$ cat src/sv/scanline_pixel_grid_darkener_unit_defines.svh
// Assertion macros shared by the darkener RTL.
// Included by the modules that carry concurrent checks; no other dependencies.
`ifndef SCANLINE_PIXEL_GRID_DARKENER_UNIT_DEFINES_SVH
`define SCANLINE_PIXEL_GRID_DARKENER_UNIT_DEFINES_SVH

// Same-cycle implication check.
`define SPGD_ASSERT_IMPLIES(name, clk, rst, cond, expr) \
   name: assert property (@(posedge clk) disable iff (rst) (cond) |-> (expr)) \
      else $error("spgd: same-cycle check failed");

// Next-cycle implication check.
`define SPGD_ASSERT_NEXT(name, clk, rst, cond, expr) \
   name: assert property (@(posedge clk) disable iff (rst) (cond) |=> (expr)) \
      else $error("spgd: next-cycle check failed");

`endif

$ cat src/sv/spgd_pkg.sv
// Types, constants and factor functions for the scanline pixel grid darkener.
// No dependencies; every module and interface of the block imports this package.
package spgd_pkg;

   // Geometry register width and row phase register width.
   localparam int DIM_W     = 13;
   localparam int PHASE_W   = 12;
   localparam int CSR_IDX_W = 3;

   // Channel and factor widths; a factor of 256 is unity.
   localparam int CH_W      = 8;
   localparam int NUM_LANES = 4;
   localparam int FAC_W     = 9;
   localparam int GRADES    = 4;

   // Configuration register indexes.
   localparam logic [CSR_IDX_W-1:0] CSR_OUT_WIDTH   = 3'd0;
   localparam logic [CSR_IDX_W-1:0] CSR_OUT_HEIGHT  = 3'd1;
   localparam logic [CSR_IDX_W-1:0] CSR_SRC_WIDTH   = 3'd2;
   localparam logic [CSR_IDX_W-1:0] CSR_SRC_HEIGHT  = 3'd3;
   localparam logic [CSR_IDX_W-1:0] CSR_START_PHASE = 3'd4;

   // Base darkening factor for vertical scale 1, 2, 3 and 4 or more.
   localparam logic [FAC_W-1:0] UNITY_FACTOR = 9'd256;
   localparam logic [FAC_W-1:0] ROW_DARKEN   = 9'd32;
   localparam logic [FAC_W-1:0] BASE_FACTOR [GRADES] = '{9'd248, 9'd240, 9'd230, 9'd220};

   typedef logic [1:0] grade_type;
   typedef logic [NUM_LANES-1:0][CH_W-1:0] pixel_type;

   // Control that travels with a pixel through the lane pipeline.
   typedef struct packed {
      logic valid;
      logic boundary;
      logic row_end;
   } token_type;

   // One entry of the result queue.
   typedef struct packed {
      logic      row_end;
      pixel_type pixel;
   } result_type;

   // Divider command and answer.
   typedef struct packed {
      logic             start;
      logic [DIM_W-1:0] dividend;
      logic [DIM_W-1:0] divisor;
   } div_req_type;

   typedef struct packed {
      logic             done;
      logic [DIM_W-1:0] quotient;
      logic [DIM_W-1:0] remainder;
   } div_rsp_type;

   // Sequencer that recomputes the derived geometry after a register write.
   typedef enum logic [2:0] {
      SEQ_IDLE,
      SEQ_MULT,
      SEQ_PHASE,
      SEQ_START,
      SEQ_RMOD,
      SEQ_ACC
   } seq_state_type;

   // Factor applied on rows of phase zero.
   function automatic logic [FAC_W-1:0] row_factor(grade_type grade);
      return BASE_FACTOR[grade] - ROW_DARKEN;
   endfunction

   // Factor applied at a column boundary.
   function automatic logic [FAC_W-1:0] col_factor(grade_type grade);
      return BASE_FACTOR[grade] + ((UNITY_FACTOR - BASE_FACTOR[grade]) >> 1);
   endfunction

   // Factor applied on the last phase row at scale four and up.
   function automatic logic [FAC_W-1:0] alt_factor(grade_type grade);
      return UNITY_FACTOR - ((UNITY_FACTOR - BASE_FACTOR[grade]) >> 2);
   endfunction

endpackage

$ cat src/sv/spgd_req_if.sv
// Pixel input channel: valid/ready handshake with one RGBA pixel per transfer.
// Depends on spgd_pkg.
interface spgd_req_if;
   import spgd_pkg::*;

   logic            valid;
   logic            ready;
   logic [CH_W-1:0] red;
   logic [CH_W-1:0] green;
   logic [CH_W-1:0] blue;
   logic [CH_W-1:0] alpha;
   logic            last_of_band;

   modport source (output valid, red, green, blue, alpha, last_of_band, input ready);
   modport sink   (input valid, red, green, blue, alpha, last_of_band, output ready);
endinterface

$ cat src/sv/spgd_rsp_if.sv
// Result channel: valid/ready handshake with one processed pixel per transfer.
// Depends on spgd_pkg.
interface spgd_rsp_if;
   import spgd_pkg::*;

   logic            valid;
   logic            ready;
   logic [CH_W-1:0] out_red;
   logic [CH_W-1:0] out_green;
   logic [CH_W-1:0] out_blue;
   logic [CH_W-1:0] out_alpha;
   logic            row_end;

   modport source (output valid, out_red, out_green, out_blue, out_alpha, row_end, input ready);
   modport sink   (input valid, out_red, out_green, out_blue, out_alpha, row_end, output ready);
endinterface

$ cat src/sv/scanline_pixel_grid_darkener_unit.sv
// Top level of the scanline pixel grid darkener.
// Depends on spgd_pkg, spgd_req_if, spgd_rsp_if, spgd_divider, spgd_lane,
// spgd_merge and the assertion macro header.
//
// Usage:
//  - req_ch carries one RGBA pixel per transfer plus last_of_band; rsp_ch
//    returns processed pixels, row_end set on the last pixel of a row.
//  - Registers are written through csr_we/csr_index/csr_wdata while the
//    block is idle. Each write starts a recompute of the vertical scale and
//    the column and phase remainders on a shared 13-step divider: five
//    divisions, with req_ch.ready low while they run.
//  - Throughput is one pixel per cycle while no recompute runs and the
//    result queue has room. A pixel is held back until the next pixel of
//    its row arrives (or leaves at once if it ends the row); it passes the
//    row and column product registers before it enters the result queue.
//  - Reset loads the register defaults (1, 1, 1, 1, 0), clears the held
//    pixel, the column position and the row phase; no recompute is needed.
//  - A stalled receiver fills the four-entry result queue; req_ch.ready
//    drops while more than two results wait, and no result is lost.
`include "scanline_pixel_grid_darkener_unit_defines.svh"

module scanline_pixel_grid_darkener_unit #(
   parameter int MAX_WIDTH = 4096
) (
   input  logic                            clock,
   input  logic                            reset,
   spgd_req_if.sink                        req_ch,
   spgd_rsp_if.source                      rsp_ch,
   input  logic                            csr_we,
   input  logic [spgd_pkg::CSR_IDX_W-1:0]  csr_index,
   input  logic [spgd_pkg::DIM_W-1:0]      csr_wdata
);
   import spgd_pkg::*;

   localparam int CNT_W = $clog2(MAX_WIDTH);

   // Configuration registers.
   logic [DIM_W-1:0]   out_width_ff, out_width_in;
   logic [DIM_W-1:0]   out_height_ff, out_height_in;
   logic [DIM_W-1:0]   src_width_ff, src_width_in;
   logic [DIM_W-1:0]   src_height_ff, src_height_in;
   logic [PHASE_W-1:0] start_phase_ff, start_phase_in;

   // Derived geometry and stream position.
   logic [DIM_W-1:0]   mult_ff, mult_in;
   logic [DIM_W-1:0]   phase_mod_ff, phase_mod_in;
   logic [DIM_W-1:0]   start_mod_ff, start_mod_in;
   logic [DIM_W-1:0]   r_mod_ff, r_mod_in;
   logic [DIM_W-1:0]   acc_ff, acc_in;
   logic [DIM_W-1:0]   row_phase_ff, row_phase_in;
   logic [CNT_W-1:0]   col_count_ff, col_count_in;
   seq_state_type      seq_state_ff, seq_state_in;
   logic               launch_ff, launch_in;

   // Lane pipeline control.
   token_type          s1_tok_ff, s1_tok_in;
   token_type          s2_tok_ff, s2_tok_in;
   logic [FAC_W-1:0]   s1_col_fac_ff, s1_col_fac_in;

   logic [DIM_W-1:0]   w_cl;
   logic [DIM_W-1:0]   gap;
   logic               pass_mode;
   logic               cols;
   logic               boundary;
   logic               alt_row;
   logic               row_end;
   grade_type          grade;
   logic [FAC_W-1:0]   row_fac;
   logic [FAC_W-1:0]   col_fac;
   logic [DIM_W:0]     acc_sum;
   logic [DIM_W-1:0]   acc_next;
   logic [DIM_W-1:0]   phase_inc;
   logic [DIM_W-1:0]   phase_wrap;
   logic               seq_idle;
   logic               can_advance;
   logic               accept;
   logic               capture;
   div_req_type        div_req;
   div_rsp_type        div_rsp;
   pixel_type          in_pixel;
   pixel_type          cur_pixel;

   // Geometry decode from the registers.
   always_comb begin
      if (out_width_ff == '0) begin
         w_cl = DIM_W'(1);
      end else if (32'(out_width_ff) > MAX_WIDTH) begin
         w_cl = DIM_W'(MAX_WIDTH);
      end else begin
         w_cl = out_width_ff;
      end
      pass_mode = (src_height_ff == '0) || (out_height_ff < src_height_ff) ||
                  (w_cl < src_width_ff) ||
                  ((out_height_ff == src_height_ff) && (w_cl == src_width_ff));
      cols      = !pass_mode && (w_cl > src_width_ff) && (src_width_ff != '0);
      gap       = w_cl - src_width_ff;
      boundary  = cols && ((acc_ff == '0) || (acc_ff > gap));
      grade     = (mult_ff >= DIM_W'(4)) ? grade_type'(3) : grade_type'(mult_ff[1:0] - 2'd1);
      alt_row   = (mult_ff >= DIM_W'(4)) && (phase_mod_ff == mult_ff - DIM_W'(1));
      if (pass_mode) begin
         row_fac = UNITY_FACTOR;
      end else if (phase_mod_ff == '0) begin
         row_fac = row_factor(grade);
      end else if (alt_row) begin
         row_fac = alt_factor(grade);
      end else begin
         row_fac = UNITY_FACTOR;
      end
      col_fac    = boundary ? col_factor(grade) : UNITY_FACTOR;
      row_end    = req_ch.last_of_band || (32'(col_count_ff) + 32'd1 >= 32'(w_cl));
      acc_sum    = {1'b0, acc_ff} + {1'b0, r_mod_ff};
      acc_next   = (acc_sum >= {1'b0, w_cl}) ? DIM_W'(acc_sum - {1'b0, w_cl})
                                             : DIM_W'(acc_sum);
      phase_inc  = phase_mod_ff + DIM_W'(1);
      phase_wrap = (phase_inc == mult_ff) ? '0 : phase_inc;
   end

   // Input handshake.
   assign seq_idle     = seq_state_ff == SEQ_IDLE;
   assign req_ch.ready = seq_idle && !csr_we && can_advance;
   assign accept       = req_ch.valid && req_ch.ready;
   assign capture      = div_rsp.done && !launch_ff;

   // Sequencer, stream position and register writes.
   always_comb begin
      out_width_in   = out_width_ff;
      out_height_in  = out_height_ff;
      src_width_in   = src_width_ff;
      src_height_in  = src_height_ff;
      start_phase_in = start_phase_ff;
      mult_in        = mult_ff;
      phase_mod_in   = phase_mod_ff;
      start_mod_in   = start_mod_ff;
      r_mod_in       = r_mod_ff;
      acc_in         = acc_ff;
      row_phase_in   = row_phase_ff;
      col_count_in   = col_count_ff;
      seq_state_in   = seq_state_ff;
      launch_in      = 1'b0;
      div_req.start    = launch_ff && !seq_idle;
      div_req.dividend = '0;
      div_req.divisor  = '0;

      case (seq_state_ff)
         SEQ_IDLE: begin
            if (accept) begin
               if (row_end) begin
                  col_count_in = '0;
                  acc_in       = '0;
                  if (!pass_mode) begin
                     phase_mod_in = phase_wrap;
                     row_phase_in = phase_wrap;
                  end
                  if (req_ch.last_of_band) begin
                     row_phase_in = {1'b0, start_phase_ff};
                     phase_mod_in = start_mod_ff;
                  end
               end else begin
                  col_count_in = col_count_ff + CNT_W'(1);
                  acc_in       = acc_next;
               end
            end
         end
         SEQ_MULT: begin
            div_req.dividend = out_height_ff;
            div_req.divisor  = src_height_ff;
            if (capture) begin
               mult_in      = div_rsp.quotient;
               seq_state_in = SEQ_PHASE;
               launch_in    = 1'b1;
            end
         end
         SEQ_PHASE: begin
            div_req.dividend = row_phase_ff;
            div_req.divisor  = mult_ff;
            if (capture) begin
               phase_mod_in = div_rsp.remainder;
               seq_state_in = SEQ_START;
               launch_in    = 1'b1;
            end
         end
         SEQ_START: begin
            div_req.dividend = {1'b0, start_phase_ff};
            div_req.divisor  = mult_ff;
            if (capture) begin
               start_mod_in = div_rsp.remainder;
               seq_state_in = SEQ_RMOD;
               launch_in    = 1'b1;
            end
         end
         SEQ_RMOD: begin
            div_req.dividend = src_width_ff;
            div_req.divisor  = w_cl;
            if (capture) begin
               r_mod_in     = div_rsp.remainder;
               seq_state_in = SEQ_ACC;
               launch_in    = 1'b1;
            end
         end
         SEQ_ACC: begin
            div_req.dividend = acc_ff;
            div_req.divisor  = w_cl;
            if (capture) begin
               acc_in       = div_rsp.remainder;
               seq_state_in = SEQ_IDLE;
            end
         end
         default: begin
            seq_state_in = SEQ_IDLE;
         end
      endcase

      // A register write restarts the recompute from the top.
      if (csr_we) begin
         seq_state_in = SEQ_MULT;
         launch_in    = 1'b1;
         case (csr_index)
            CSR_OUT_WIDTH:   out_width_in   = csr_wdata;
            CSR_OUT_HEIGHT:  out_height_in  = csr_wdata;
            CSR_SRC_WIDTH:   src_width_in   = csr_wdata;
            CSR_SRC_HEIGHT:  src_height_in  = csr_wdata;
            CSR_START_PHASE: start_phase_in = csr_wdata[PHASE_W-1:0];
            default: begin
            end
         endcase
      end
   end

   // Tokens move through the lane pipeline with the data.
   always_comb begin
      s1_tok_in     = s1_tok_ff;
      s2_tok_in     = s2_tok_ff;
      s1_col_fac_in = s1_col_fac_ff;
      if (can_advance) begin
         s1_tok_in     = '{valid: accept, boundary: boundary, row_end: row_end};
         s1_col_fac_in = col_fac;
         s2_tok_in     = s1_tok_ff;
      end
   end

   always_ff @(posedge clock) begin
      if (reset) begin
         out_width_ff   <= DIM_W'(1);
         out_height_ff  <= DIM_W'(1);
         src_width_ff   <= DIM_W'(1);
         src_height_ff  <= DIM_W'(1);
         start_phase_ff <= '0;
         mult_ff        <= DIM_W'(1);
         phase_mod_ff   <= '0;
         start_mod_ff   <= '0;
         r_mod_ff       <= '0;
         acc_ff         <= '0;
         row_phase_ff   <= '0;
         col_count_ff   <= '0;
         seq_state_ff   <= SEQ_IDLE;
         launch_ff      <= 1'b0;
         s1_tok_ff      <= '0;
         s2_tok_ff      <= '0;
      end else begin
         out_width_ff   <= out_width_in;
         out_height_ff  <= out_height_in;
         src_width_ff   <= src_width_in;
         src_height_ff  <= src_height_in;
         start_phase_ff <= start_phase_in;
         mult_ff        <= mult_in;
         phase_mod_ff   <= phase_mod_in;
         start_mod_ff   <= start_mod_in;
         r_mod_ff       <= r_mod_in;
         acc_ff         <= acc_in;
         row_phase_ff   <= row_phase_in;
         col_count_ff   <= col_count_in;
         seq_state_ff   <= seq_state_in;
         launch_ff      <= launch_in;
         s1_tok_ff      <= s1_tok_in;
         s2_tok_ff      <= s2_tok_in;
      end
   end

   always_ff @(posedge clock) begin
      s1_col_fac_ff <= s1_col_fac_in;
   end

   // Shared divider for the geometry recompute.
   spgd_divider u_divider (
      .clock   (clock),
      .reset   (reset),
      .div_req (div_req),
      .div_rsp (div_rsp)
   );

   // Four channel lanes.
   assign in_pixel[0] = req_ch.red;
   assign in_pixel[1] = req_ch.green;
   assign in_pixel[2] = req_ch.blue;
   assign in_pixel[3] = req_ch.alpha;

   for (genvar lane = 0; lane < NUM_LANES; lane++) begin : g_lane
      spgd_lane u_lane (
         .clock   (clock),
         .advance (can_advance),
         .ch_in   (in_pixel[lane]),
         .row_fac (row_fac),
         .col_fac (s1_col_fac_ff),
         .ch_out  (cur_pixel[lane])
      );
   end

   // Held pixel, boundary blend and result queue.
   spgd_merge u_merge (
      .clock       (clock),
      .reset       (reset),
      .tok         (s2_tok_ff),
      .cur_pixel   (cur_pixel),
      .can_advance (can_advance),
      .rsp_ch      (rsp_ch)
   );

   // The column remainder stays reduced by the current row length.
   `SPGD_ASSERT_IMPLIES(a_acc_reduced, clock, reset, seq_idle, acc_ff < w_cl)
   // The reduced row phase stays below the vertical scale when darkening.
   `SPGD_ASSERT_IMPLIES(a_phase_reduced, clock, reset, seq_idle && !pass_mode,
                        phase_mod_ff < mult_ff)
   // A divider answer only arrives while a recompute is running.
   `SPGD_ASSERT_IMPLIES(a_div_in_seq, clock, reset, div_rsp.done, !seq_idle)
   // Every register write restarts the recompute with a fresh division.
   `SPGD_ASSERT_NEXT(a_write_restarts, clock, reset, csr_we,
                     (seq_state_ff == SEQ_MULT) && launch_ff)

endmodule

$ cat src/sv/spgd_divider.sv
// Restoring divider, one quotient bit per cycle, for the geometry setup.
// Depends on spgd_pkg for the command and answer structs.
module spgd_divider (
   input  logic                  clock,
   input  logic                  reset,
   input  spgd_pkg::div_req_type div_req,
   output spgd_pkg::div_rsp_type div_rsp
);
   import spgd_pkg::*;

   localparam int STEP_W = $clog2(DIM_W + 1);

   logic [DIM_W-1:0]  rem_ff, rem_in;
   logic [DIM_W-1:0]  quo_ff, quo_in;
   logic [DIM_W-1:0]  divisor_ff, divisor_in;
   logic [STEP_W-1:0] step_ff, step_in;
   logic              busy_ff, busy_in;
   logic              done_ff, done_in;
   logic [DIM_W:0]    shifted;
   logic [DIM_W:0]    trial;

   // Shift in the next dividend bit and try a subtraction.
   always_comb begin
      shifted    = {rem_ff, quo_ff[DIM_W-1]};
      trial      = shifted - {1'b0, divisor_ff};
      rem_in     = rem_ff;
      quo_in     = quo_ff;
      divisor_in = divisor_ff;
      step_in    = step_ff;
      busy_in    = busy_ff;
      done_in    = 1'b0;
      if (div_req.start) begin
         rem_in     = '0;
         quo_in     = div_req.dividend;
         divisor_in = div_req.divisor;
         step_in    = STEP_W'(DIM_W);
         busy_in    = 1'b1;
      end else if (busy_ff) begin
         if (shifted >= {1'b0, divisor_ff}) begin
            rem_in = trial[DIM_W-1:0];
            quo_in = {quo_ff[DIM_W-2:0], 1'b1};
         end else begin
            rem_in = shifted[DIM_W-1:0];
            quo_in = {quo_ff[DIM_W-2:0], 1'b0};
         end
         step_in = step_ff - STEP_W'(1);
         if (step_ff == STEP_W'(1)) begin
            busy_in = 1'b0;
            done_in = 1'b1;
         end
      end
   end

   // Control registers.
   always_ff @(posedge clock) begin
      if (reset) begin
         busy_ff <= 1'b0;
         done_ff <= 1'b0;
         step_ff <= '0;
      end else begin
         busy_ff <= busy_in;
         done_ff <= done_in;
         step_ff <= step_in;
      end
   end

   // Datapath registers.
   always_ff @(posedge clock) begin
      rem_ff     <= rem_in;
      quo_ff     <= quo_in;
      divisor_ff <= divisor_in;
   end

   assign div_rsp.done      = done_ff;
   assign div_rsp.quotient  = quo_ff;
   assign div_rsp.remainder = rem_ff;

endmodule

$ cat src/sv/spgd_lane.sv
// One channel lane: row darkening multiply, then column darkening multiply.
// Depends on spgd_pkg; four lanes run side by side in the top level.
module spgd_lane (
   input  logic                          clock,
   input  logic                          advance,
   input  logic [spgd_pkg::CH_W-1:0]     ch_in,
   input  logic [spgd_pkg::FAC_W-1:0]    row_fac,
   input  logic [spgd_pkg::FAC_W-1:0]    col_fac,
   output logic [spgd_pkg::CH_W-1:0]     ch_out
);
   import spgd_pkg::*;

   // A channel times a factor of at most 256 stays below 2^16.
   localparam int PROD_W = 2 * CH_W;

   logic [PROD_W-1:0] row_prod_ff, row_prod_in;
   logic [PROD_W-1:0] col_prod_ff, col_prod_in;

   // Each product is registered before the next multiply.
   always_comb begin
      row_prod_in = row_prod_ff;
      col_prod_in = col_prod_ff;
      if (advance) begin
         row_prod_in = PROD_W'(PROD_W'(ch_in) * PROD_W'(row_fac));
         col_prod_in = PROD_W'(PROD_W'(row_prod_ff[PROD_W-1:CH_W]) * PROD_W'(col_fac));
      end
   end

   always_ff @(posedge clock) begin
      row_prod_ff <= row_prod_in;
      col_prod_ff <= col_prod_in;
   end

   assign ch_out = col_prod_ff[PROD_W-1:CH_W];

endmodule

$ cat src/sv/spgd_merge.sv
// Merging stage: holds back one pixel, blends it at a column boundary and
// queues up to two results per pixel. Depends on spgd_pkg and spgd_rsp_if.
module spgd_merge (
   input  logic                 clock,
   input  logic                 reset,
   input  spgd_pkg::token_type  tok,
   input  spgd_pkg::pixel_type  cur_pixel,
   output logic                 can_advance,
   spgd_rsp_if.source           rsp_ch
);
   import spgd_pkg::*;

   localparam int QUEUE_DEPTH = 4;
   localparam int PTR_W       = $clog2(QUEUE_DEPTH);
   localparam int CNT_W       = $clog2(QUEUE_DEPTH + 1);

   result_type       queue_ff [QUEUE_DEPTH];
   result_type       queue_in [QUEUE_DEPTH];
   logic [PTR_W-1:0] wr_ptr_ff, wr_ptr_in;
   logic [PTR_W-1:0] rd_ptr_ff, rd_ptr_in;
   logic [CNT_W-1:0] count_ff, count_in;
   pixel_type        held_pixel_ff, held_pixel_in;
   logic             held_valid_ff, held_valid_in;
   pixel_type        blended;
   pixel_type        held_out;
   result_type       entry_a;
   result_type       entry_b;
   logic             take;
   logic             push_a;
   logic             push_b;
   logic             pop;
   logic [CH_W:0]    lane_sum [NUM_LANES];

   // Room for two results keeps the pipeline moving.
   assign can_advance = count_ff <= CNT_W'(QUEUE_DEPTH - 2);
   assign take        = can_advance && tok.valid;
   assign pop         = rsp_ch.valid && rsp_ch.ready;

   // Per-channel average of the held pixel and the darkened boundary pixel.
   always_comb begin
      for (int lane = 0; lane < NUM_LANES; lane++) begin
         lane_sum[lane] = {1'b0, held_pixel_ff[lane]} + {1'b0, cur_pixel[lane]};
         blended[lane]  = lane_sum[lane][CH_W:1];
      end
      held_out = tok.boundary ? blended : held_pixel_ff;
   end

   // Queue the held pixel first, then the current one if it ends the row.
   always_comb begin
      entry_a = held_valid_ff ? '{row_end: 1'b0, pixel: held_out}
                              : '{row_end: 1'b1, pixel: cur_pixel};
      entry_b = '{row_end: 1'b1, pixel: cur_pixel};
      push_a  = take && (held_valid_ff || tok.row_end);
      push_b  = take && held_valid_ff && tok.row_end;

      queue_in  = queue_ff;
      wr_ptr_in = wr_ptr_ff;
      if (push_a) begin
         queue_in[wr_ptr_ff] = entry_a;
         wr_ptr_in           = wr_ptr_ff + PTR_W'(1);
      end
      if (push_b) begin
         queue_in[wr_ptr_ff + PTR_W'(1)] = entry_b;
         wr_ptr_in                       = wr_ptr_ff + PTR_W'(2);
      end
      rd_ptr_in = pop ? rd_ptr_ff + PTR_W'(1) : rd_ptr_ff;
      count_in  = count_ff + CNT_W'(push_a) + CNT_W'(push_b) - CNT_W'(pop);

      held_pixel_in = held_pixel_ff;
      held_valid_in = held_valid_ff;
      if (take) begin
         if (tok.row_end) begin
            held_valid_in = 1'b0;
            held_pixel_in = '0;
         end else begin
            held_valid_in = 1'b1;
            held_pixel_in = cur_pixel;
         end
      end
   end

   // Control registers.
   always_ff @(posedge clock) begin
      if (reset) begin
         wr_ptr_ff     <= '0;
         rd_ptr_ff     <= '0;
         count_ff      <= '0;
         held_valid_ff <= 1'b0;
      end else begin
         wr_ptr_ff     <= wr_ptr_in;
         rd_ptr_ff     <= rd_ptr_in;
         count_ff      <= count_in;
         held_valid_ff <= held_valid_in;
      end
   end

   // Payload registers.
   always_ff @(posedge clock) begin
      queue_ff      <= queue_in;
      held_pixel_ff <= held_pixel_in;
   end

   // Head of the queue drives the result channel.
   assign rsp_ch.valid     = count_ff != '0;
   assign rsp_ch.out_red   = queue_ff[rd_ptr_ff].pixel[0];
   assign rsp_ch.out_green = queue_ff[rd_ptr_ff].pixel[1];
   assign rsp_ch.out_blue  = queue_ff[rd_ptr_ff].pixel[2];
   assign rsp_ch.out_alpha = queue_ff[rd_ptr_ff].pixel[3];
   assign rsp_ch.row_end   = queue_ff[rd_ptr_ff].row_end;

endmodule
$ cat src/flat_wrapper.sv
// flat-port wrapper written by rule: the top's interface ports become plain ports
module scanline_pixel_grid_darkener_unit_flat import spgd_pkg::*;
#(
   parameter int MAX_WIDTH = 4096
)
  (clock, reset, csr_we, csr_index, csr_wdata, req_ch_valid, req_ch_red, req_ch_green, req_ch_blue, req_ch_alpha, req_ch_last_of_band, req_ch_ready, rsp_ch_valid, rsp_ch_out_red, rsp_ch_out_green, rsp_ch_out_blue, rsp_ch_out_alpha, rsp_ch_row_end, rsp_ch_ready);
  spgd_req_if req_ch_i ();
  spgd_rsp_if rsp_ch_i ();
  input  logic clock;
  input  logic reset;
  input  logic csr_we;
  input  logic [spgd_pkg::CSR_IDX_W-1:0] csr_index;
  input  logic [spgd_pkg::DIM_W-1:0] csr_wdata;
  input wire logic [$bits(req_ch_i.valid)-1:0] req_ch_valid;
  input wire logic [$bits(req_ch_i.red)-1:0] req_ch_red;
  input wire logic [$bits(req_ch_i.green)-1:0] req_ch_green;
  input wire logic [$bits(req_ch_i.blue)-1:0] req_ch_blue;
  input wire logic [$bits(req_ch_i.alpha)-1:0] req_ch_alpha;
  input wire logic [$bits(req_ch_i.last_of_band)-1:0] req_ch_last_of_band;
  output wire logic [$bits(req_ch_i.ready)-1:0] req_ch_ready;
  output wire logic [$bits(rsp_ch_i.valid)-1:0] rsp_ch_valid;
  output wire logic [$bits(rsp_ch_i.out_red)-1:0] rsp_ch_out_red;
  output wire logic [$bits(rsp_ch_i.out_green)-1:0] rsp_ch_out_green;
  output wire logic [$bits(rsp_ch_i.out_blue)-1:0] rsp_ch_out_blue;
  output wire logic [$bits(rsp_ch_i.out_alpha)-1:0] rsp_ch_out_alpha;
  output wire logic [$bits(rsp_ch_i.row_end)-1:0] rsp_ch_row_end;
  input wire logic [$bits(rsp_ch_i.ready)-1:0] rsp_ch_ready;
  assign req_ch_i.valid = req_ch_valid;
  assign req_ch_i.red = req_ch_red;
  assign req_ch_i.green = req_ch_green;
  assign req_ch_i.blue = req_ch_blue;
  assign req_ch_i.alpha = req_ch_alpha;
  assign req_ch_i.last_of_band = req_ch_last_of_band;
  assign req_ch_ready = req_ch_i.ready;
  assign rsp_ch_valid = rsp_ch_i.valid;
  assign rsp_ch_out_red = rsp_ch_i.out_red;
  assign rsp_ch_out_green = rsp_ch_i.out_green;
  assign rsp_ch_out_blue = rsp_ch_i.out_blue;
  assign rsp_ch_out_alpha = rsp_ch_i.out_alpha;
  assign rsp_ch_row_end = rsp_ch_i.row_end;
  assign rsp_ch_i.ready = rsp_ch_ready;
  scanline_pixel_grid_darkener_unit #(.MAX_WIDTH(MAX_WIDTH)) u_core (.clock(clock), .reset(reset), .req_ch(req_ch_i), .rsp_ch(rsp_ch_i), .csr_we(csr_we), .csr_index(csr_index), .csr_wdata(csr_wdata));
endmodule
$ cat config.mk
export PLATFORM = sky130hd
export DESIGN_NAME = scanline_pixel_grid_darkener_unit_flat
export DESIGN_NICKNAME = d
export VERILOG_FILES = /design/src/sv/spgd_pkg.sv /design/src/sv/spgd_req_if.sv /design/src/sv/spgd_rsp_if.sv /design/src/sv/scanline_pixel_grid_darkener_unit.sv /design/src/sv/spgd_divider.sv /design/src/sv/spgd_lane.sv /design/src/sv/spgd_merge.sv /design/src/flat_wrapper.sv
export VERILOG_INCLUDE_DIRS = /design/src /design/src/sv
export SDC_FILE = /design/constraint.sdc
export NUM_CORES = 2
export LEC_CHECK = 0
export BUFFER_PORTS_ARGS = -buffer_cell sky130_fd_sc_hd__buf_2
export CAP_MARGIN = 20
export CORE_MARGIN = 2
export CORE_UTILIZATION = 33
export CTS_BUF_LIST = sky130_fd_sc_hd__clkbuf_2 sky130_fd_sc_hd__clkbuf_4 sky130_fd_sc_hd__clkbuf_8
export CTS_CLUSTER_DIAMETER = 60
export DETAILED_ROUTE_END_ITERATION = 16
export HOLD_SLACK_MARGIN = 0.06
export MAX_ROUTING_LAYER = met4
export PLACE_DENSITY = 0.49
export SETUP_SLACK_MARGIN = 0.5
export SLEW_MARGIN = 20
export SYNTH_ARGS = -nofsm -noshare
export SYNTH_HDL_FRONTEND = slang
export SYNTH_SLANG_ARGS = --single-unit
export TNS_END_PERCENT = 20
$ cat constraint.sdc
create_clock -name clock -period 15.68 [get_ports clock]
set_input_delay 0.784 -clock clock [delete_from_list [all_inputs] [get_ports clock]]
set_output_delay 0.784 -clock clock [all_outputs]
set_load 0.1 [all_outputs]
Word-level counts from Yosys, hierarchy flattened --
Index checks and enable logic that the tools add are counted.
Storage, ports and cells: input port bits 54, register bits 518, output and inout bits 35, logic and storage cells 264
Cells by class: $mul 8, equality and inequality tests 29, reductions and logical operators 57, order comparisons 16, multiplexer cells 59, add/sub/neg operators 24, bitwise logic cells 6
Operator list (number):
- $bwmux W132 | 2
- $mux W132 | 2
- $mux W13 | 15
- $mux W33 | 5
- $demux W33 S2 | 2
- $pmux W26 S5 | 1
- $mul A8 B9 Y16 | 8
- $bmux W33 S2 | 1
- $eq A13 B13 Y1 | 4
- $logic_not A13 Y1 | 4
- $pmux W13 S2 | 2
- $mux W9 | 5
- $sub A13 B13 Y13 | 3
- $add A8 B8 Y9 | 4
- $ge A32 B13 Y1 | 1
- $mux W32 | 1
- $ge A14 B13 Y1 | 2
- $gt A13 B13 Y1 | 2
- $lt A13 B13 Y1 | 2
- $bmux W9 S2 | 1
- $pmux W3 S6 | 1
- $reduce_and A2 Y1 | 9
- $logic_and A1 B1 Y1 | 17
- $mux W3 | 5
- other kinds (47) | 100

Logic depth before layout (Yosys ltp) --
depth after elaboration 12, gate-level depth with buffers 32, gate-level depth less buffers 28

Cells and area by module --
A second synthesis with hierarchy kept.
Unflattened totals: cell total of the unflattened synthesis 4950, area, all modules 43342.8 µm²
Modules (own cells, without submodules):
- scanline_pixel_grid_darkener_unit | area each 11967.7 µm², cells an instance 1601, seq. area each 3553.4 µm², instances 1
- spgd_merge | area each 9718.1 µm², cells an instance 1064, seq. area each 3763.6 µm², instances 1
- spgd_lane (u_core.g_lane[2].u_lane ...) | area each 4793.3 µm², cells an instance 512, seq. area each 480.5 µm², instances 2
- spgd_lane (u_core.g_lane[0].u_lane) | area each 4792.1 µm², cells an instance 518, seq. area each 480.5 µm², instances 1
- spgd_lane (u_core.g_lane[1].u_lane) | area each 4750.8 µm², cells an instance 507, seq. area each 480.5 µm², instances 1
- spgd_divider | area each 2527.4 µm², cells an instance 236, seq. area each 1161.1 µm², instances 1

Worst setup path before layout --
No wires, ideal clock.
path type register to register, start register u_core.mult_ff[6], end register u_core.g_lane[2].u_lane.row_prod_ff[15], data pin, period minus slack after synthesis 7.434 ns, stages on the path, launching flop included 32, setup time 0.260 ns, slack 8.246 ns, data required time 15.420 ns, path buffers 4, data arrival time 7.174 ns, cells stage by stage dfxtp_1 -> buf_4 -> or4_4 -> buf_6 -> or3_1 -> nor3_1 -> and2_1 -> clkbuf_1 -> inv_1 -> ha_1 -> inv_1 -> nand4_1 -> ha_1 -> a21oi_1 -> nor2_1 -> clkbuf_1 -> and2_1 -> fa_1 -> inv_1 -> fa_1 -> inv_1 -> fa_1 -> fa_1 -> ha_1 -> a21o_1 -> a21o_1 -> a21o_1 -> a21oi_1 -> o21ai_0 -> a31o_2 -> o41a_2 -> xnor2_1
Between the ends: cells in the longest elaborated chain, start to end 12, elaborated cells between the ends (all ways) 16, classes of those cells add/sub: 4; mul: 1; order compare: 1; eq/ne: 1; mux: 7; bitwise: 1; reduce/logical: 1
Ends and longest elaborated chain:
- start, declared | line scanline_pixel_grid_darkener_unit.sv:45 | logic [DIM_W-1:0] mult_ff, mult_in;
- start signal, assigned | line scanline_pixel_grid_darkener_unit.sv:265 | mult_ff <= mult_in;
- $ge A13 B3 Y1 | line scanline_pixel_grid_darkener_unit.sv:98, scanline_pixel_grid_darkener_unit.sv:99
- $mux W2 | line scanline_pixel_grid_darkener_unit.sv:98 | grade = (mult_ff >= DIM_W'(4)) ? grade_type'(3) : grade_type'(mult_ff[1:0] - 2'd1);
- $not A2 Y3 (implied by the code) | line spgd_pkg.sv:69, spgd_pkg.sv:79
- $bmux W9 S2 | line spgd_pkg.sv:69, spgd_pkg.sv:79
- $mux W9 (implied by the code) (2 in a row) | line spgd_pkg.sv:69, spgd_pkg.sv:79
- $sub A9 B9 Y9 | line spgd_pkg.sv:79 | return UNITY_FACTOR - ((UNITY_FACTOR - BASE_FACTOR[grade]) >> 2);
- $sub A9 B7 Y9 | line spgd_pkg.sv:79
- $mux W9 | line scanline_pixel_grid_darkener_unit.sv:104 | end else if (alt_row) begin
- $mux W9 * | line scanline_pixel_grid_darkener_unit.sv:102 | end else if (phase_mod_ff == '0) begin
- $mux W9 * | line scanline_pixel_grid_darkener_unit.sv:100 | if (pass_mode) begin
- $mul A8 B9 Y16 * | line spgd_lane.sv:24 | row_prod_in = PROD_W'(PROD_W'(ch_in) * PROD_W'(row_fac));
- end signal, assigned | line spgd_lane.sv:30 | row_prod_ff <= row_prod_in;
- end, declared | line spgd_lane.sv:16 | logic [PROD_W-1:0] row_prod_ff, row_prod_in;
Every way passes the cells marked *; elsewhere a longest branch is shown, timed or not. The select of a mux whose other input is x is not followed. A chain may end at the register's enable or synchronous reset.

Worst setup path in the final report --
start register u_core.out_width_ff[12], end register u_core.g_lane[2].u_lane.row_prod_ff[15], data pin
Between the ends: cells in the longest elaborated chain, start to end 8, elaborated cells between the ends (all ways) 11, classes of those cells mul: 1; order compare: 2; eq/ne: 1; mux: 3; reduce/logical: 4
Ends and longest elaborated chain:
- start, declared | line scanline_pixel_grid_darkener_unit.sv:38 | logic [DIM_W-1:0] out_width_ff, out_width_in;
- start signal, assigned | line scanline_pixel_grid_darkener_unit.sv:260 | out_width_ff <= out_width_in;
- $gt A13 B13 Y1 | line scanline_pixel_grid_darkener_unit.sv:87 | end else if (32'(out_width_ff) > MAX_WIDTH) begin
- $mux W13 | line scanline_pixel_grid_darkener_unit.sv:87
- $mux W13 * | line scanline_pixel_grid_darkener_unit.sv:85 | if (out_width_ff == '0) begin
- $lt A13 B13 Y1 / $eq A13 B13 Y1 (equally long branches) | line scanline_pixel_grid_darkener_unit.sv:93, scanline_pixel_grid_darkener_unit.sv:94
- $logic_or A1 B1 Y1 / $logic_and A1 B1 Y1 (equally long branches) | line scanline_pixel_grid_darkener_unit.sv:92, scanline_pixel_grid_darkener_unit.sv:94
- $logic_or A1 B1 Y1 * | line scanline_pixel_grid_darkener_unit.sv:93 | (w_cl < src_width_ff) ||
- $mux W9 * | line scanline_pixel_grid_darkener_unit.sv:100
- $mul A8 B9 Y16 * | line spgd_lane.sv:24
Every way passes the cells marked *; elsewhere a longest branch is shown, timed or not.

==> results.json <==
{
  "ctsRootBufferMaster": "clkbuf_8",
  "cts-htree-levels": 3,
  "dr.pass1.iters": 5,
  "io_pins": 89,
  "cpMaxStageDelayCell": "fa_1",
  "synth_edf_count": 131,
  "nets": 5566,
  "maxSlewHeadroom_pct": 27.1,
  "globalplace.congestion": 0.880,
  "syn_inst": 4789,
  "cp.depth": 28,
  "whs_ns": 0.316,
  "fp.dieH_um": 359,
  "yosysTopAreaCellShare_pct": 15.9,
  "row_count": 130,
  "period_share_pct": 50.8,
  "grt_max_degree": 95,
  "power.total_mw": 9.15,
  "hp-class": "in -> reg",
  "fin_tns_setup_ns": 0,
  "cts_setup_buffers": 0,
  "status": "finished, final reports clean",
  "grt_setup_unrepaired": "no",
  "fmax_mhz": 126,
  "synthTopCellsByArea": "fa_1 (16%), dfxtp_1 (16%), ha_1 (12%)",
  "remaining_drc_errors": 0,
  "grtUsageTotal_pct": 19.1,
  "final_hold_viol_count": 0,
  "grt_pass1_wl_um": 191000,
  "max_cap_viol_count": 0,
  "ant_nets": 0,
  "cp.arrival_ns": 8.43,
  "yosys.area.top_type": "fa_1",
  "setup_viol_count_final": 0,
  "cts_buffer_depth": 3,
  "cp.buffers_inverters": 6,
  "worst_skew_pair.late_latency_ns": 0.77,
  "cts_tree": "built",
  "tightest_slew_ns": 1.09,
  "vias": 33000,
  "ys_seq_elements": 454,
  "ys_dominant_reg_cell": "dfxtp_1",
  "powerDensity_mw_per_mm2": 200,
  "worst-path-max-fanout": 32,
  "cts.sinks": 454,
  "drt-initial-drc-count": 2209,
  "start_util_pct": 33.2,
  "avgSynthCellArea_sq_um": 8.68,
  "slew_violations": 0,
  "worstPathRequired_ns": 16.14,
  "synth_seq_area_share_pct": 25.0,
  "cts_made_buffers": 91,
  "p_leak_nw": 20.0,
  "avgRoutedWirePerCell_um": 18.5,
  "crit_path_start_kind": "register",
  "synthesis.nets": 5573,
  "hold_buffers": 0,
  "overflow": 0,
  "worstSetupPathType": "reg -> reg",
  "vias_per_cell": 5.07,
  "port_buffers": 88,
  "place_hpwl_um": 88000,
  "crit_path_max_incr_delay_ns": 0.53,
  "syn_to_final_growth_pct": 9.85,
  "core_sq_mm": 0.125,
  "synth.most_common_cell": "nand2_1",
  "peakVddDrop_v": 0.000151,
  "clk_pin_slew_ns": 0.06,
  "synthTopCellsByCount": "nand2_1 (691), inv_1 (536), ha_1 (400), and2_1 (360), a21oi_1 (346)",
  "yosys_warnings": 0,
  "synth_cell_types": 85,
  "routed_wl_um": 120000,
  "grt_pass1_vias": 32900,
  "fill_cells": 13100,
  "cts_repair_resize_count": 0,
  "fp.dieW_um": 359,
  "fin_skew_ns": 0.0695,
  "fin_crit_ns": 7.96,
  "end_kind": "register",
  "r2r_cells": 28,
  "drive_gt1_share_pct": 8.63,
  "synth_area_sq_mm": 0.0416,
  "synthArstFlopShare_pct": 0,
  "cp_top_family": "compound AO/OA/AOI/OAI gates",
  "antenna_found_initial": 8,
  "min_path_cells": 3,
  "dieArea_sq_mm": 0.129
}
[worst min-delay path: cells and delay by family]
kind | cells | cell delay [ns]
AOI/OAI and AO/OA | 1 | 0.05
buffers and inverters | 1 | 0.14
and+or+nand+nor | 1 | 0.06
[layout make-up]
type	instances	area, sq um	area share, %
sequential	454	10400	22.8
clock inverter	38	407	0.890
inverter	538	2020	4.42
antenna	5	12.5	0.0274
multi-input combinational	3554	28300	62.0
clock buffer	130	1610	3.53
tap	1650	2060	4.52
timing repair buffer	143	860	1.88
[cell families (layout without fill, tap and decap cells)]
kind of cell	Yosys count	count (layout)	share of synthesized area (%)
AOI/OAI and AO/OA	897	897	13.5
DFF	454	454	25.0
and+or+nand+nor	1623	1623	18.7
muxes	115	115	3.83
adders and majority gates	730	730	27.9
buffers and inverters	781	849	7.10
xor gates and xnor gates	189	189	3.98
other	0	5	0
[routing by layer]
metal  vias up  GRT usage (%)  wire length [um]
li1      16000              -                 -
met1     16200           26.2             58300
met2       658           29.4             53700
met3       175           2.71              5390
met4         0           5.12              2890
met5         -              -                 0
[power breakdown]
group          internal [mW]  switching, mW
sequential              1.68          0.362
combinational           2.40           3.34
clock                  0.773          0.584
[path summary, 6_finish.rpt]
check / end / startpoint / slack [ns]
setup reg to reg: u_core.g_lane[2].u_lane.row_prod_ff[15]$_DFFE_PN_ / u_core.out_width_ff[12]$_SDFFE_PP0P_ / 7.72
setup / recovery: u_core.g_lane[2].u_lane.row_prod_ff[15]$_DFFE_PN_ / u_core.out_width_ff[12]$_SDFFE_PP0P_ / 7.72
hold / removal: u_core.out_height_ff[12]$_SDFFE_PP0P_ / csr_wdata[12] / 0.32
hold reg to reg: u_core.s1_tok_ff[1]$_SDFFE_PP0N_ / u_core.s1_tok_ff[1]$_SDFFE_PP0N_ / 0.45
[placed cells by master (no fill, tap or decap), drive strengths merged, types with 14 or more instances in the layout]
cell,n
a211oi,30
a21o,36
a21oi,346
a311oi,17
a31oi,19
and2,361
and3,25
buf,143
clkbuf,130
clkinv,28
dfxtp,323
edfxtp,131
fa,330
ha,400
inv,541
mux2,24
mux2i,58
mux4,33
nand2,691
nand2b,19
nand3,45
nand4,25
nor2,252
nor2b,56
nor3,53
nor4,26
o211ai,23
o21a,44
o21ai,199
o21bai,19
o22ai,14
or2,15
or3,21
xnor2,122
xor2,67
[through the flow]
step | util (%) | setup slack (ns) | cell area (sq um) | cells
finish | 36.4 | 7.72 | 45700 | 6512
global route | 36.4 | 7.11 | 45700 | 6512
CTS | 36.4 | 7.81 | 45700 | 6507
detailed placement | 34.8 | 7.86 | 43600 | 6339
global placement | 34.8 | 7.96 | 43600 | 6339
floorplan | - | 8.25 | 41600 | 4789
[registers in the layout, summed over array words and instances, names as in the netlist, 32 cells and up]
register,cells
u_core.u_merge.queue_ff,132
u_core.g_lane.u_lane.col_prod_ff,32
u_core.g_lane.u_lane.row_prod_ff,32
u_core.u_merge.held_pixel_ff,32
Power figures use the tool's default switching activity.
